File: src/tki_pkg.sv
`timescale 1ns / 1ps
package tki_pkg;

  typedef struct packed {
    logic signed [15:0] score;
    logic [9:0]         x;
    logic [9:0]         y;
    logic signed [10:0] dtag;
  } entry_t;

  typedef struct packed {
    logic ins;
    logic pop;
  } cell_ctl_t;

  typedef enum logic [0:0] {
    ST_IDLE,
    ST_EMIT
  } state_t;

  localparam logic [1:0] OP_INSERT      = 2'd0;
  localparam logic [1:0] OP_INSERT_EMIT = 2'd1;
  localparam logic [1:0] OP_EMIT        = 2'd2;

  localparam logic [3:0] K_RESET = 4'd8;

  function automatic logic [3:0] clamp_k(input logic [3:0] v, input logic [3:0] cap);
    logic [3:0] k;
    k = v;
    if (k == 4'd0) k = 4'd1;
    if (k > cap) k = cap;
    return k;
  endfunction

endpackage

File: src/tki_cell.sv
`timescale 1ns / 1ps
module tki_cell (
  input  logic               clk,
  input  logic               rst_n,
  input  logic               en,
  input  tki_pkg::cell_ctl_t ctl,
  input  tki_pkg::entry_t    cand,
  input  tki_pkg::entry_t    up_ent,
  input  logic               up_valid,
  input  logic               up_lose,
  input  tki_pkg::entry_t    dn_ent,
  input  logic               dn_valid,
  output tki_pkg::entry_t    ent_o,
  output logic               valid_o,
  output logic               lose_o
);
  import tki_pkg::*;

  entry_t ent_r, ent_nxt;
  logic   valid_r, valid_nxt;

  assign valid_o = valid_r & en;
  assign ent_o   = ent_r;
  assign lose_o  = en && (!valid_o || ($signed(cand.score) > $signed(ent_r.score)));

  always_comb begin
    ent_nxt   = ent_r;
    valid_nxt = valid_r;
    priority if (!en) begin
      valid_nxt = 1'b0;
    end else if (ctl.pop) begin
      ent_nxt   = dn_ent;
      valid_nxt = dn_valid;
    end else if (ctl.ins && lose_o) begin
      if (up_lose) begin
        ent_nxt   = up_ent;
        valid_nxt = up_valid;
      end else begin
        ent_nxt   = cand;
        valid_nxt = 1'b1;
      end
    end
  end

  always_ff @(posedge clk) begin
    ent_r <= ent_nxt;
    if (!rst_n) begin
      valid_r <= 1'b0;
    end else begin
      valid_r <= valid_nxt;
    end
  end

endmodule

File: src/top_k_ranked_insert.sv
`timescale 1ns / 1ps
// channel   dir  handshake               payload
// in_       in   in_tvalid/in_tready     tdata score,x,y,dist; tuser opcode
// out_      out  out_tvalid/out_tready   tdata rank,score,x,y,dist; tuser valid_res; tlast
// cfg_      in   cfg_valid/cfg_ready     cfg_data k_limit
//
// an insert beat: every enabled cell compares and shifts in parallel
// an emit pops one retained entry per output beat (one zero beat for an empty list) as the
// cells shift up toward the output register; no input beat is taken meanwhile
// reset empties the list and sets k_limit to 8, capped at MAX_DEPTH; config is always ready
// a stalled output beat holds the emit; once the last beat is loaded, inputs go in
module top_k_ranked_insert #(
  parameter int MAX_DEPTH = 8
) (
  input  logic        clk,
  input  logic        rst_n,
  input  logic        in_tvalid,
  output logic        in_tready,
  input  logic [47:0] in_tdata,   // cand_score, cand_x, cand_y, cand_dist, zero pad
  input  logic [1:0]  in_tuser,   // opcode
  output logic        out_tvalid,
  input  logic        out_tready,
  output logic [55:0] out_tdata,  // rank, out_score, out_x, out_y, out_dist, zero pad
  output logic [0:0]  out_tuser,  // valid_res
  output logic        out_tlast,
  input  logic        cfg_valid,
  output logic        cfg_ready,
  input  logic [3:0]  cfg_data
);
  import tki_pkg::*;

  localparam logic [3:0] K_CAP = (MAX_DEPTH < 8) ? 4'(MAX_DEPTH) : 4'd8;

  state_t     state_r, state_nxt;
  logic [3:0] keff_r;
  logic [2:0] rank_r, rank_nxt;

  logic        out_tvalid_r, out_tvalid_nxt;
  logic [55:0] out_tdata_r, out_tdata_nxt;
  logic        out_tuser_r, out_tuser_nxt;
  logic        out_tlast_r, out_tlast_nxt;

  cell_ctl_t ctl;
  entry_t    cand;
  logic      in_acc, slot_free;

  entry_t                 ent_chain   [MAX_DEPTH:0];
  logic   [MAX_DEPTH:0]   valid_chain;
  logic   [MAX_DEPTH-1:0] lose_chain;
  logic   [MAX_DEPTH-1:0] cell_en;

  assign cand.score = in_tdata[15:0];
  assign cand.x     = in_tdata[25:16];
  assign cand.y     = in_tdata[35:26];
  assign cand.dtag  = in_tdata[46:36];

  assign in_tready  = (state_r == ST_IDLE);
  assign in_acc     = in_tvalid && in_tready;
  assign slot_free  = !out_tvalid_r || out_tready;
  assign cfg_ready  = 1'b1;
  assign out_tvalid = out_tvalid_r;
  assign out_tdata  = out_tdata_r;
  assign out_tuser  = out_tuser_r;
  assign out_tlast  = out_tlast_r;

  assign ent_chain[MAX_DEPTH]   = '0;
  assign valid_chain[MAX_DEPTH] = 1'b0;

  for (genvar g = 0; g < MAX_DEPTH; g++) begin : g_cell
    entry_t up_ent;
    logic   up_valid, up_lose;
    if (g == 0) begin : g_head
      assign up_ent   = cand;
      assign up_valid = 1'b0;
      assign up_lose  = 1'b0;
    end else begin : g_body
      assign up_ent   = ent_chain[g-1];
      assign up_valid = valid_chain[g-1];
      assign up_lose  = lose_chain[g-1];
    end
    assign cell_en[g] = (g < int'(keff_r));
    tki_cell u_cell (
      .clk      (clk),
      .rst_n    (rst_n),
      .en       (cell_en[g]),
      .ctl      (ctl),
      .cand     (cand),
      .up_ent   (up_ent),
      .up_valid (up_valid),
      .up_lose  (up_lose),
      .dn_ent   (ent_chain[g+1]),
      .dn_valid (valid_chain[g+1]),
      .ent_o    (ent_chain[g]),
      .valid_o  (valid_chain[g]),
      .lose_o   (lose_chain[g])
    );
  end

  always_comb begin
    state_nxt      = state_r;
    rank_nxt       = rank_r;
    ctl.ins        = 1'b0;
    ctl.pop        = 1'b0;
    out_tvalid_nxt = out_tvalid_r && !out_tready;
    out_tdata_nxt  = out_tdata_r;
    out_tuser_nxt  = out_tuser_r;
    out_tlast_nxt  = out_tlast_r;
    unique case (state_r)
      ST_IDLE: begin
        if (in_acc) begin
          unique case (in_tuser)
            OP_INSERT: ctl.ins = 1'b1;
            OP_INSERT_EMIT: begin
              ctl.ins   = 1'b1;
              state_nxt = ST_EMIT;
            end
            OP_EMIT: state_nxt = ST_EMIT;
            default: ;
          endcase
          rank_nxt = 3'd0;
        end
      end
      ST_EMIT: begin
        if (slot_free) begin
          out_tvalid_nxt = 1'b1;
          if (valid_chain[0]) begin
            ctl.pop       = 1'b1;
            out_tdata_nxt = {6'd0, ent_chain[0].dtag, ent_chain[0].y, ent_chain[0].x,
                             ent_chain[0].score, rank_r};
            out_tuser_nxt = 1'b1;
            out_tlast_nxt = !valid_chain[1];
            rank_nxt      = rank_r + 3'd1;
            if (!valid_chain[1]) state_nxt = ST_IDLE;
          end else begin
            out_tdata_nxt = '0;
            out_tuser_nxt = 1'b0;
            out_tlast_nxt = 1'b1;
            state_nxt     = ST_IDLE;
          end
        end
      end
      default: state_nxt = ST_IDLE;
    endcase
  end

  always_ff @(posedge clk) begin
    out_tdata_r <= out_tdata_nxt;
    out_tuser_r <= out_tuser_nxt;
    out_tlast_r <= out_tlast_nxt;
    if (!rst_n) begin
      state_r      <= ST_IDLE;
      rank_r       <= 3'd0;
      out_tvalid_r <= 1'b0;
      keff_r       <= clamp_k(K_RESET, K_CAP);
    end else begin
      state_r      <= state_nxt;
      rank_r       <= rank_nxt;
      out_tvalid_r <= out_tvalid_nxt;
      if (cfg_valid && cfg_ready) keff_r <= clamp_k(cfg_data, K_CAP);
    end
  end

endmodule

File: config.mk
export PLATFORM = sky130hd
export DESIGN_NAME = top_k_ranked_insert
export DESIGN_NICKNAME = d
export VERILOG_FILES = /design/src/tki_pkg.sv /design/src/tki_cell.sv /design/src/top_k_ranked_insert.sv
export SDC_FILE = /design/constraint.sdc
export NUM_CORES = 1
export LEC_CHECK = 0
export ABC_CLOCK_PERIOD_IN_PS = 6200
export BUFFER_PORTS_ARGS = -buffer_cell sky130_fd_sc_hd__buf_2
export CORE_ASPECT_RATIO = 0.7
export CORE_UTILIZATION = 30
export DETAILED_ROUTE_END_ITERATION = 8
export SLEW_MARGIN = 10
export SYNTH_ARGS = -nofsm -noshare
export SYNTH_HDL_FRONTEND = slang
export SYNTH_HIERARCHICAL = 1
export SYNTH_SLANG_ARGS = --single-unit
File: constraint.sdc
create_clock -name clk -period 6.2 [get_ports clk]
set_input_delay 0 -clock clk [delete_from_list [all_inputs] [get_ports clk]]
set_output_delay 0 -clock clk [all_outputs]
set_load 0.01 [all_outputs]
==> qor.csv <==
stage,metric,value,unit
sta,period_share,0.685,
sta,max_freq,235,MHz
routing,drc,0,
critical_path,worstPathArrival,4520,ps
power_and_ir_drop,ir_drop,0.000185,V
placement,post-place-cells,3578,
critical_path,r2r_cells,9,
die,pin_count,120,
clock_tree,post_cts_buffers,0,
synth,yosysWarningCount,6,
sta,slew_headroom,0.152,
critical_path,required,6470,ps
critical_path,critPathLaunch,keff_r[3],
sta,finalHoldViolCount,0,
job,maxCapViolations,0,
synth,postSynthCellCount,2388,
critical_path,reg2reg_from,keff_r[3],
routing,wl_per_cell,17.1,um
layout,fin_nets,2731,
layout,nFillCells,8514,
routing,dr_total_vias,17700,
clock_tree,clkTransAtPathRegs,60,ps
run_status,outcome,"finished, final reports clean",
sta,rsz0062_at_grt,false,
die,die_h,247,um
die,num_rows,89,
sta,tightest_slew,1270,ps
placement,numPortBuffers,111,
synth,avgSynthCellArea,10.7,um2
clock_tree,htreeDepth,2,
die,core,84400,um2
clock_tree,post_cts_resized,0,
routing,vias_per_cell,4.75,
clock_tree,cts_buffer_depth,3,
clock_tree,clock_sinks,445,
sta,fin_tns_setup,0,ps
placement,gp_congestion,0.817,
clock_tree,numCtsBuffers,50,
clock_tree,clockRootBuffer,clkbuf_16,
critical_path,crit_chain,"or3_1, or2_1, and2_2, nand2_2, nor2_4, buf_12, o21ai_0, a31oi_4, buf_4",
grt,grt_usage,0.146,
min_path,min_path_cells,3,
critical_path,rrSetupSlack,1950,ps
die,die_w,351,um
die,start_util,0.304,
sta,period_minus_slack,4250,ps
grt,antenna_found_initial,9,
sta,clock_skew,23.1,ps
grt,grt_overflow,0,
routing,wl,63700,um
critical_path,critPathSlowestCell,a31oi_4,
clock_tree,tritoncts,yes,
layout,drive_above_1_share,0.106,
critical_path,crit_fanout,199,
min_path,hp-start,in_tdata[7],
routing,final_antenna_net_count,0,
grt,grt_pass1_vias,16800,
routing,drt_first_pass_iters,5,
sta,slew_violations,0,
critical_path,start_kind,flop,
power_and_ir_drop,p_per_area,265,nW/um2
min_path,hold_path.class,in -> reg,
layout,area_growth_syn_to_layout,16.1,%
grt,grt_start_max_net_pins,213,
sta,setup_viol,0,
synth,syn-cell-area,25600,um2
critical_path,r2r-end,g_cell[4].u_cell/ent_o[3],
routing,drt_iter0_drc,1448,
grt,grt_pass1_wl,98700,um
power_and_ir_drop,power_leakage,12.4,nW
min_path,hold_end,g_cell[5].u_cell/ent_o[38],
placement,hpwl,41200,um
die,dieArea,86600,um2
critical_path,slowest_delay,1040,ps
critical_path,crit_path_end_kind,flop,
critical_path,crit_type,reg -> reg,
clock_tree,clk_latency,600,ps
layout,final_cell_count_no_fill,3723,
-- where the power goes --
group	switching, mW	total (mW)	internal, mW	leakage (nW)
logic	0.646	1.05	0.402	7.49
registers	0.111	3.68	3.57	4.08
clock network	1.27	3.14	1.87	0.828
total	2.03	7.87	5.84	12.4
-- per-stage QoR --
| stage | hold slack, ps | utilization | setup WS (ps) | cell area, um2 | power, mW |
|---|---|---|---|---|---|
| floorplan | 76.2 | - | 1270 | 25800 | 4.41 |
| global placement | 278 | 0.326 | 2080 | 27600 | 4.74 |
| detailed placement | 275 | 0.326 | 2030 | 27600 | 4.77 |
| CTS | 14.9 | 0.352 | 1990 | 29700 | 7.95 |
| global route | 63.0 | 0.352 | 1670 | 29700 | 8.21 |
| finish | 52.1 | 0.352 | 1950 | 29700 | 7.87 |
-- layer usage --
layer  vias up  wire (um)  GRT usage
met1      8319      34000      0.229
met5         -         44          0
met4         8        986     0.0339
met2       397      25200      0.202
li1       8879          -          -
met3        81       3410     0.0259
-- critical path: cells and delay by family (launching register included) --
family	cells	cell delay, ps
compound gates	2	1340
flops	1	620
buf+inv	2	880
simple gates	5	930
-- final cells by class --
class	count	area (um2)	area share
clock inverter	27	314	0.0106
antenna	4	10.0	0.000336
clock buffer	66	1390	0.0468
tap	1137	1420	0.0478
inverter	152	572	0.0192
timing repair buffer	184	1250	0.0420
sequential	445	13200	0.443
multi-input combinational	1708	11600	0.390
-- timing repair --
item | CTS | global route
endpoints found under the setup margin | 0 | 0
endpoints found under the hold margin | 266 | 0
hold buffers | 48 | 0
-- placed cells by master, fill, tap and decap left out, types with 5 or more instances in the layout --
| cell | count |
|---|---|
| clkbuf_8 | 6 |
| clkbuf_16 | 51 |
| nand4_1 | 15 |
| o21a_1 | 8 |
| a41o_1 | 6 |
| and2_1 | 60 |
| dfxtp_1 | 17 |
| o21ai_0 | 292 |
| dlygate4sd3_1 | 48 |
| nor3_2 | 13 |
| nand4_2 | 8 |
| buf_2 | 111 |
| o2111ai_1 | 5 |
| a22oi_2 | 5 |
| o221a_2 | 5 |
| ha_1 | 131 |
| nand2b_1 | 8 |
| a21o_1 | 11 |
| o21ai_1 | 102 |
| a21oi_1 | 61 |
| nor2b_1 | 14 |
| bufinv_16 | 7 |
| a31oi_4 | 5 |
| a31oi_1 | 5 |
| inv_1 | 151 |
| a21boi_4 | 5 |
| clkbuf_1 | 9 |
| conb_1 | 59 |
| nand2_1 | 430 |
| nor2_1 | 22 |
| o2111a_1 | 5 |
| o31ai_1 | 6 |
| edfxtp_1 | 428 |
| nor3b_2 | 5 |
| clkinv_1 | 9 |
| o211ai_1 | 5 |
| buf_4 | 23 |
| clkinv_2 | 6 |
| mux2i_1 | 382 |
-- worst max path at each step --
stage          slack, ps                         end
2_1_floorplan       1270   g_cell[0].u_cell/ent_o[0]
3_3_place_gp        2080  g_cell[1].u_cell/ent_o[19]
3_5_place_dp        2030  g_cell[4].u_cell/ent_o[36]
4_1_cts             1990   g_cell[4].u_cell/ent_o[3]
5_1_grt             1670  g_cell[1].u_cell/ent_o[19]
6_report            1950   g_cell[4].u_cell/ent_o[3]
-- state kept, by name, summed over array words and instances, names as in the netlist --
register               cells
keff_r                     4
g_cell.u_cell/ent_o      376
out_tdata                 50
out_tuser                  1
g_cell.u_cell/valid_r      8
state_r                    1
rank_r                     3
out_tvalid                 1
out_tlast                  1
Note: power is estimated with default switching activity, not from simulation.
